File: src/sv/tlps_pkg.sv
`timescale 1ns / 1ps

package tlps_pkg;

  localparam int SlotsDefault = 64;
  localparam int MaskW        = 64;
  localparam int IdxOutW      = 6;
  localparam int CntW         = 8;
  localparam int LvlW         = 2;
  localparam int CfgW         = 8;
  localparam int CfgIdxW      = 1;

  localparam logic [LvlW-1:0] LvlLow  = 2'd0;
  localparam logic [LvlW-1:0] LvlMed  = 2'd1;
  localparam logic [LvlW-1:0] LvlHigh = 2'd2;

  localparam logic [CfgIdxW-1:0] RegPromote = 1'd0;
  localparam logic [CfgIdxW-1:0] RegDemote  = 1'd1;

  localparam logic [CntW-1:0] PromoteRst = 8'd10;
  localparam logic [CntW-1:0] DemoteRst  = 8'd4;
  localparam logic [CntW-1:0] CntMax     = 8'd255;

  typedef struct packed {
    logic load;
    logic grab;
    logic advance;
    logic apply;
    logic emit_idle;
  } tlps_cmd_t;

  typedef struct packed {
    logic hit;
    logic idle_done;
  } tlps_stat_t;

  function automatic logic [CntW-1:0] sat_inc(input logic [CntW-1:0] v);
    return (v == CntMax) ? CntMax : v + CntW'(1);
  endfunction

endpackage

File: src/sv/tlps_ram.sv
`timescale 1ns / 1ps

module tlps_ram #(
  parameter int Width = 8,
  parameter int Depth = 64,
  localparam int AddrW = (Depth > 1) ? $clog2(Depth) : 1
) (
  input  logic             clk_i,
  input  logic             we_i,
  input  logic [AddrW-1:0] waddr_i,
  input  logic [Width-1:0] wdata_i,
  input  logic [AddrW-1:0] raddr_i,
  output logic [Width-1:0] rdata_o
);

  logic [Width-1:0] mem_q [Depth];
  logic [Width-1:0] rdata_q;

  always_ff @(posedge clk_i) begin
    if (we_i) begin
      mem_q[waddr_i] <= wdata_i;
    end
    rdata_q <= mem_q[raddr_i];
  end

  assign rdata_o = rdata_q;

endmodule

File: src/sv/tlps_ctrl.sv
`timescale 1ns / 1ps

module tlps_ctrl (
  input  logic                clk_i,
  input  logic                rst_ni,
  input  logic                start,
  input  tlps_pkg::tlps_stat_t stat_i,
  output tlps_pkg::tlps_cmd_t  cmd_o,
  output logic                busy
);

  import tlps_pkg::*;

  typedef enum logic [1:0] {
    StIdle,
    StScan,
    StRead,
    StApply
  } state_e;

  state_e state_q, state_d;
  logic   busy_q;

  always_comb begin
    state_d = state_q;
    cmd_o   = '0;
    unique case (state_q)
      StIdle: begin
        if (start) begin
          cmd_o.load = 1'b1;
          state_d    = StScan;
        end
      end
      StScan: begin
        if (stat_i.hit) begin
          cmd_o.grab = 1'b1;
          state_d    = StRead;
        end else begin
          cmd_o.advance = 1'b1;
          if (stat_i.idle_done) begin
            cmd_o.emit_idle = 1'b1;
            state_d         = StIdle;
          end
        end
      end
      StRead: begin
        state_d = StApply;
      end
      StApply: begin
        cmd_o.apply = 1'b1;
        state_d     = StIdle;
      end
      default: begin
        state_d = StIdle;
      end
    endcase
  end

  always_ff @(posedge clk_i or negedge rst_ni) begin
    if (!rst_ni) begin
      state_q <= StIdle;
      busy_q  <= 1'b0;
    end else begin
      state_q <= state_d;
      busy_q  <= (state_d != StIdle);
    end
  end

  assign busy = busy_q;

endmodule

File: src/sv/tlps_dp.sv
`timescale 1ns / 1ps

module tlps_dp #(
  parameter int Slots = tlps_pkg::SlotsDefault
) (
  input  logic                         clk_i,
  input  logic                         rst_ni,
  input  tlps_pkg::tlps_cmd_t          cmd_i,
  output tlps_pkg::tlps_stat_t         stat_o,
  input  logic [tlps_pkg::MaskW-1:0]   runnable_mask_i,
  input  logic                         cfg_we_i,
  input  logic [tlps_pkg::CfgIdxW-1:0] cfg_idx_i,
  input  logic [tlps_pkg::CfgW-1:0]    cfg_wdata_i,
  output logic                         done_o,
  output logic                         granted_o,
  output logic [tlps_pkg::IdxOutW-1:0] grant_index_o,
  output logic [tlps_pkg::LvlW-1:0]    grant_level_o
);

  import tlps_pkg::*;

  localparam int IdxW = $clog2(Slots);

  logic [CntW-1:0]  promote_q, promote_d;
  logic [CntW-1:0]  demote_q, demote_d;
  logic [LvlW-1:0]  prio_q [Slots];
  logic [LvlW-1:0]  prio_d [Slots];
  logic [Slots-1:0] valid_q, valid_d;
  logic [CntW-1:0]  mrc_q, mrc_d;
  logic [CntW-1:0]  lrc_q, lrc_d;
  logic [LvlW-1:0]  pass_q, pass_d;
  logic [IdxW-1:0]  pos_q, pos_d;
  logic             fh_q, fh_d;
  logic             fm_q, fm_d;
  logic             fresh_q, fresh_d;
  logic [Slots-1:0] mask_q, mask_d;
  logic [IdxW-1:0]  idx_q, idx_d;
  logic             res_valid_q, res_valid_d;
  logic             res_granted_q, res_granted_d;
  logic [IdxW-1:0]  res_index_q, res_index_d;
  logic [LvlW-1:0]  res_level_q, res_level_d;

  logic [Slots-1:0] hit_vec;
  logic [IdxW-1:0]  hit_idx;
  logic             hit_any;
  logic             pass_done;
  logic             ram_we;
  logic [CntW-1:0]  ram_wdata;
  logic [CntW-1:0]  ram_rdata;
  logic [CntW-1:0]  run_cur;

  tlps_ram #(
    .Width (CntW),
    .Depth (Slots)
  ) u_run_ram (
    .clk_i   (clk_i),
    .we_i    (ram_we),
    .waddr_i (idx_q),
    .wdata_i (ram_wdata),
    .raddr_i (idx_q),
    .rdata_o (ram_rdata)
  );

  assign run_cur = valid_q[idx_q] ? ram_rdata : '0;

  // priority encoder, lowest runnable slot of the current level at or after the scan position
  always_comb begin
    hit_idx = '0;
    for (int i = 0; i < Slots; i++) begin
      hit_vec[i] = mask_q[i] && (prio_q[i] == pass_q) && (IdxW'(i) >= pos_q);
    end
    for (int i = Slots - 1; i >= 0; i--) begin
      if (hit_vec[i]) begin
        hit_idx = IdxW'(i);
      end
    end
  end

  assign hit_any = |hit_vec;

  always_comb begin
    case (pass_q)
      LvlHigh: pass_done = fh_q;
      LvlMed:  pass_done = fm_q;
      default: pass_done = 1'b1;
    endcase
  end

  assign stat_o.hit       = hit_any;
  assign stat_o.idle_done = !hit_any && pass_done && fresh_q;

  always_comb begin
    logic do_round_end;
    do_round_end  = 1'b0;
    promote_d     = promote_q;
    demote_d      = demote_q;
    prio_d        = prio_q;
    valid_d       = valid_q;
    mrc_d         = mrc_q;
    lrc_d         = lrc_q;
    pass_d        = pass_q;
    pos_d         = pos_q;
    fh_d          = fh_q;
    fm_d          = fm_q;
    fresh_d       = fresh_q;
    mask_d        = mask_q;
    idx_d         = idx_q;
    res_valid_d   = 1'b0;
    res_granted_d = res_granted_q;
    res_index_d   = res_index_q;
    res_level_d   = res_level_q;
    ram_we        = 1'b0;
    ram_wdata     = sat_inc(run_cur);

    if (cmd_i.load) begin
      mask_d  = runnable_mask_i[Slots-1:0];
      fresh_d = (pass_q == LvlHigh) && (pos_q == '0) && !fh_q && !fm_q;
    end

    if (cmd_i.grab) begin
      idx_d = hit_idx;
    end

    if (cmd_i.advance) begin
      if (!pass_done) begin
        pass_d = (pass_q == LvlHigh) ? LvlMed : LvlLow;
        pos_d  = '0;
      end else begin
        do_round_end = 1'b1;
        fresh_d      = 1'b1;
      end
    end

    if (cmd_i.apply) begin
      case (pass_q)
        LvlHigh: begin
          prio_d[idx_q] = LvlMed;
          fh_d          = 1'b1;
        end
        LvlMed: begin
          if (mrc_q == promote_q) begin
            prio_d[idx_q] = LvlHigh;
            mrc_d         = '0;
          end
          // demotion wins over promotion
          if (run_cur == demote_q) begin
            prio_d[idx_q] = LvlLow;
          end
          ram_we         = 1'b1;
          valid_d[idx_q] = 1'b1;
          fm_d           = 1'b1;
        end
        LvlLow: begin
          if (lrc_q == promote_q) begin
            prio_d[idx_q] = LvlHigh;
            lrc_d         = '0;
          end
          valid_d[idx_q] = 1'b0;
        end
        default: begin
        end
      endcase
      // a grant on the last slot always closes the round
      if (idx_q == IdxW'(Slots - 1)) begin
        do_round_end = 1'b1;
      end else begin
        pos_d = idx_q + IdxW'(1);
      end
      res_valid_d   = 1'b1;
      res_granted_d = 1'b1;
      res_index_d   = idx_q;
      res_level_d   = pass_q;
    end

    if (do_round_end) begin
      mrc_d  = sat_inc(mrc_d);
      lrc_d  = sat_inc(lrc_d);
      pass_d = LvlHigh;
      pos_d  = '0;
      fh_d   = 1'b0;
      fm_d   = 1'b0;
    end

    if (cmd_i.emit_idle) begin
      res_valid_d   = 1'b1;
      res_granted_d = 1'b0;
      res_index_d   = '0;
      res_level_d   = LvlLow;
    end

    if (cfg_we_i) begin
      unique case (cfg_idx_i)
        RegPromote: promote_d = cfg_wdata_i;
        RegDemote:  demote_d  = cfg_wdata_i;
        default: begin
        end
      endcase
    end
  end

  always_ff @(posedge clk_i or negedge rst_ni) begin
    if (!rst_ni) begin
      promote_q   <= PromoteRst;
      demote_q    <= DemoteRst;
      for (int i = 0; i < Slots; i++) begin
        prio_q[i] <= LvlLow;
      end
      valid_q     <= '0;
      mrc_q       <= '0;
      lrc_q       <= '0;
      pass_q      <= LvlHigh;
      pos_q       <= '0;
      fh_q        <= 1'b0;
      fm_q        <= 1'b0;
      fresh_q     <= 1'b0;
      res_valid_q <= 1'b0;
    end else begin
      promote_q   <= promote_d;
      demote_q    <= demote_d;
      prio_q      <= prio_d;
      valid_q     <= valid_d;
      mrc_q       <= mrc_d;
      lrc_q       <= lrc_d;
      pass_q      <= pass_d;
      pos_q       <= pos_d;
      fh_q        <= fh_d;
      fm_q        <= fm_d;
      fresh_q     <= fresh_d;
      res_valid_q <= res_valid_d;
    end
  end

  always_ff @(posedge clk_i) begin
    mask_q        <= mask_d;
    idx_q         <= idx_d;
    res_granted_q <= res_granted_d;
    res_index_q   <= res_index_d;
    res_level_q   <= res_level_d;
  end

  assign done_o        = res_valid_q;
  assign granted_o     = res_granted_q;
  assign grant_index_o = IdxOutW'(res_index_q);
  assign grant_level_o = res_level_q;

  a_grab_hit: assert property (@(posedge clk_i) disable iff (!rst_ni)
    cmd_i.grab |-> hit_any)
    else $error("grab without a runnable match");

  a_idle_zero: assert property (@(posedge clk_i) disable iff (!rst_ni)
    (res_valid_q && !res_granted_q) |-> (res_index_q == '0 && res_level_q == LvlLow))
    else $error("idle result carries a nonzero index or level");

  a_single_strobe: assert property (@(posedge clk_i) disable iff (!rst_ni)
    res_valid_q |=> !res_valid_q)
    else $error("result strobe held for two cycles");

  a_pass_code: assert property (@(posedge clk_i) disable iff (!rst_ni)
    cmd_i.apply |-> (pass_q == LvlHigh || pass_q == LvlMed || pass_q == LvlLow))
    else $error("grant applied in the unused pass");

endmodule

File: src/sv/three_level_priority_scheduler.sv
`timescale 1ns / 1ps

// Three-level feedback scheduler with a resumable scan. Assert start while
// busy is low to issue a request with a runnable mask; exactly one result
// follows, shown for a single cycle with done_o high, and it must be taken
// then because the receiver cannot hold it off. Each scan cycle runs one
// priority-encoder pass over the slots of the current level at or after the
// scan position; the scan may move down the levels and wrap the round
// before it finds a grant or gives an idle result. A grant then passes
// through a read and an apply state, as the per-slot run count is read and
// written through one memory with a registered read. The result appears
// in the cycle in which busy falls, and a new request may start in that
// same cycle. Write promote_after (index 0) and demote_after (index 1)
// only while the block is idle.
module three_level_priority_scheduler #(
  parameter int Slots = tlps_pkg::SlotsDefault
) (
  input  logic                         clk_i,
  input  logic                         rst_ni,
  input  logic                         start,
  output logic                         busy,
  input  logic [tlps_pkg::MaskW-1:0]   runnable_mask_i,
  input  logic                         cfg_we_i,
  input  logic [tlps_pkg::CfgIdxW-1:0] cfg_idx_i,
  input  logic [tlps_pkg::CfgW-1:0]    cfg_wdata_i,
  output logic                         done_o,
  output logic                         granted_o,
  output logic [tlps_pkg::IdxOutW-1:0] grant_index_o,
  output logic [tlps_pkg::LvlW-1:0]    grant_level_o
);

  import tlps_pkg::*;

  tlps_cmd_t  cmd;
  tlps_stat_t stat;

  tlps_ctrl u_ctrl (
    .clk_i  (clk_i),
    .rst_ni (rst_ni),
    .start  (start),
    .stat_i (stat),
    .cmd_o  (cmd),
    .busy   (busy)
  );

  tlps_dp #(
    .Slots (Slots)
  ) u_dp (
    .clk_i           (clk_i),
    .rst_ni          (rst_ni),
    .cmd_i           (cmd),
    .stat_o          (stat),
    .runnable_mask_i (runnable_mask_i),
    .cfg_we_i        (cfg_we_i),
    .cfg_idx_i       (cfg_idx_i),
    .cfg_wdata_i     (cfg_wdata_i),
    .done_o          (done_o),
    .granted_o       (granted_o),
    .grant_index_o   (grant_index_o),
    .grant_level_o   (grant_level_o)
  );

endmodule

File: config.mk
export PLATFORM = sky130hd
export DESIGN_NAME = three_level_priority_scheduler
export DESIGN_NICKNAME = d
export VERILOG_FILES = /design/src/sv/tlps_pkg.sv /design/src/sv/tlps_ram.sv /design/src/sv/tlps_ctrl.sv /design/src/sv/tlps_dp.sv /design/src/sv/three_level_priority_scheduler.sv
export SDC_FILE = /design/constraint.sdc
export NUM_CORES = 2
export LEC_CHECK = 0
export BUFFER_PORTS_ARGS = -buffer_cell sky130_fd_sc_hd__buf_4
export CAP_MARGIN = 20
export CORE_AREA = 8 8 267 269
export CTS_CLUSTER_DIAMETER = 60
export DETAILED_ROUTE_END_ITERATION = 10
export DIE_AREA = 0 0 275 277
export GPL_TIMING_DRIVEN = 1
export PLACE_DENSITY = 0.71
export SLEW_MARGIN = 10
export SYNTH_ARGS = -nofsm -noshare
export SYNTH_HDL_FRONTEND = slang
export SYNTH_SLANG_ARGS = --single-unit
File: constraint.sdc
create_clock -name clk_i -period 8.9 [get_ports clk_i]
set_input_delay 1.335 -clock clk_i [delete_from_list [all_inputs] [get_ports clk_i]]
set_output_delay 1.335 -clock clk_i [all_outputs]
set_load 0.1 [all_outputs]
==> impl_metrics.csv <==
group,metric,value,unit
run_status,outcome,"completed",
drt,drtIter0Drc,3302,
setup_path,crit_fanout,64,
finish,seqCellArea,23800,um2
finish,n_fill_cell,5047,
timing,hold_violations,0,
clock_tree,postCtsHoldBufs,0,
clock_tree,clkTransAtPathRegs,0.06,ns
pwr,p_leak,14.3,nW
global_routing,grt_pass1_wl,160000,um
clock_tree,cts-root-buf,"clkbuf_16",
floorplan,start_util,0.545,
timing,fmax,164,MHz
placed_design,port_buffers,87,
drt,wl_per_cell,27.5,um
synth,ys_warn_count,0,
floorplan,die-height,277,um
drt,wl,106000,um
synth,yosysTopAreaCell,"edfxtp_1",
setup_path,end_kind,"flip-flop",
setup_path,cp.depth,13,
placed_design,placed_area,37800,um2
placed_design,dp_slack,2.89,ns
synth,ys_top_cells_by_area,"edfxtp_1 (48%), dfrtp_1 (16%), a22oi_1 (3.6%)",
clock_tree,cts_tree,"yes",
synth,ys_seq_elements,838,
synth,synth_fp_nets,2977,
timing,period_share,0.684,
finish,multiInputGateArea,11800,um2
global_routing,grt_pass1_vias,25400,
setup_path,rr_worst_depth,13,
synth,yosys.cell_count.top_type,"edfxtp_1",
floorplan,die_w,275,um
drt,wirelength_met1,40800,um
setup_path,cp.required,9.39,ns
clock_tree,clk_latency,0.67,ns
global_routing,grt_antenna_before_repair,0,
drt,vias_per_cell,6.79,
synth,ys.flop_type,"edfxtp_1",
timing,finalWorstSetupSlack,2.81,ns
timing,rsz0062_at_grt,"no",
synth,synth_area,36400,um2
timing,worst_slew_pin_slew,1.14,ns
setup_path,path_cells,"buf_4, nand2_1, nor2_4, a22oi_1, a31oi_1, nand4b_1, or2_1, nand2_1, a2111oi_4, buf_4, a21o_2, buf_4, a21oi_1",
drt,drc,0,
timing,relSlewSlack,0.240,
setup_path,r2r_end,"u_dp.prio_q[47]",
floorplan,core_area,66800,um2
clock_tree,clkSinkCount,838,
drt,wl_met2,49800,um
setup_path,cp_num_buf_inv,3,
clock_tree,cts_max_level,3,
synth,synth_edf_count,582,
drt,top_layer_used,"met4",
timing,fin_skew,0.0509,ns
clock_tree,clock_tree.buffer_depth,3,
floorplan,io_pins,88,
timing,setup_tns,0,ns
setup_path,cp.arrival,6.58,ns
setup_path,cp_top_family,"simple AND/OR/NAND/NOR gates",
setup_path,critPathLaunchType,"flip-flop",
finish,layout-drive-gt1-share,0.115,
setup_path,endpoint,"u_dp.prio_q[47]",
finish,nNetsFinal,2992,
clock_tree,cts_post_setup_buffers_inserted,0,
synth,avgSynthCellArea,12.6,um2
synth,ys_seq_area_frac,0.654,
run,max_cap_violations,0,
synth,syn_inst,2893,
drt,wl_met3,10300,um
finish,n_antenna_cell,0,
drt,antenna_left,0,
synth,yosysTopAreaCellShare,0.480,
setup_path,reg2reg_from,"u_dp.idx_q[0]",
pwr,p_per_area,303,nW/um2
finish,fin_area,40900,um2
pwr,ir_drop,231,uV
setup_path,rrSetupSlack,2.81,ns
setup_path,path_common_cell,"buf_4",
global_routing,grt_usage,0.273,
finish,area_growth,12.4,%
timing,finalMaxSlewViolations,0,
timing,setup_violations,0,
drt,num_vias,26200,
setup_path,crit_slowest_cell,"edfxtp_1",
floorplan,rows,95,
synth,synth_common_cells,"edfxtp_1 (582), dfrtp_1 (235), a21oi_1 (205), nor2_1 (203), nand2_1 (196)",
clock_tree,cts-resized-gates,0,
min_path,min_path_type,"flip-flop to flip-flop",
drt,first_pass_iters,6,
placed_design,place_hpwl,64200,um
setup_path,critPathKind,"flip-flop to flip-flop",
synth,synth.distinct_cells,77,
setup_path,cp_slowest_stage_delay,0.96,ns
clock_tree,cts_buffers,88,
global_routing,grt_overflow,0,
placed_design,gp_congestion,0.958,
setup_path,crit_start,"u_dp.idx_q[0]",
global_routing,grt_max_degree,129,
synth,async_flop_share,0.285,
timing,fin_crit,6.09,ns
floorplan,die_area,76200,um2
-- layout make-up --
type / count / share of cell area
Inverter: 17 / 0.00156
Multi-Input combinational cell: 1827 / 0.289
Tap cell: 873 / 0.0267
Clock buffer: 109 / 0.0573
Timing Repair Buffer: 136 / 0.0267
Sequential cell: 838 / 0.582
Clock inverter: 55 / 0.0170
-- worst min-delay path by stage --
| stage | startpoint | end | slack, ns | cells after the start |
|---|---|---|---|---|
| final | u_dp.grant_index_o[2] | u_dp.grant_index_o[2] | 0.48 | 2 |
| after global routing | u_dp.grant_index_o[1] | u_dp.grant_index_o[1] | 0.51 | 2 |
| after CTS | u_dp.grant_index_o[2] | u_dp.grant_index_o[2] | 0.49 | 2 |
| after detailed placement | u_dp.grant_index_o[2] | u_dp.grant_index_o[2] | 0.48 | 2 |
| after global placement | u_dp.granted_o | u_dp.granted_o | 0.46 | 2 |
| after floorplan | flip-flop | flip-flop | 0.47 | 2 |
-- logic make-up (layout without fill, tap and decap cells) --
kind of cell / Yosys count / count (layout) / share of synthesized area
buf+inv: 228 / 317 / 0.0251
xor+xnor: 155 / 155 / 0.0373
compound gates: 950 / 950 / 0.180
simple gates: 664 / 664 / 0.0847
flops: 838 / 838 / 0.654
fa+ha+maj: 7 / 7 / 0.00241
mux: 51 / 51 / 0.0164
-- per-layer routing --
layer / vias to the layer above / GRT usage
met1: 13000 / 0.362
met4: 0 / 0.117
met5: - / 0
li1: 11300 / -
met3: 298 / 0.0573
met2: 1584 / 0.434
-- tightest hold or removal path, delay by kind of cell (launching register included) --
kind	cells	cell delay, ns
AND/OR/NAND/NOR	1	0.06
flip-flops	1	0.32
AO/OA/AOI/OAI	1	0.05
-- power breakdown --
part | internal [mW] | switching (mW)
clock network | 2.22 | 1.58
logic | 1.04 | 2.70
registers | 4.57 | 0.279
-- registers in the layout, summed over array words and instances (netlist names), 2 cells and up, named ones only --
signal                  cells
u_dp.pass_q                 2
u_dp.lrc_q                  8
u_dp.demote_q               8
u_dp.idx_q                  6
u_dp.mask_q                64
u_dp.promote_q              8
u_dp.u_run_ram.rdata_o      8
u_dp.prio_q               128
u_dp.mrc_q                  8
u_dp.grant_level_o          2
u_dp.grant_index_o          6
u_dp.pos_q                  6
u_dp.u_run_ram.mem_q      512
u_ctrl.state_q              2
-- cell usage in the layout, fill, tap and decap left out, drive strengths merged, types with 21 or more instances in the layout --
master  synthesis  layout
nand2         196     196
o211ai         71      71
xnor2         138     138
buf            52     136
clkbuf        159     109
nor2          203     203
nor3           21      21
nand4          49      49
o21ai         120     120
a21oi         205     205
inv            16      21
o31ai          73      73
nand3          80      80
clkinv          1      38
mux2           28      28
a22o           99      99
a31oi          46      46
a221oi         47      47
edfxtp        582     582
a22oi         173     173
dfrtp         235     235
-- through the flow --
step	utilization	power [mW]	cells	hold WS (ns)
after detailed placement	0.565	8.52	3687	0.476
after floorplan	-	7.16	2893	0.465
after global placement	0.565	8.45	3687	0.464
final	0.612	12.4	3855	0.482
after CTS	0.611	12.3	3851	0.492
after global routing	0.612	12.8	3855	0.508
No activity file was read; power rests on OpenSTA's default activity.
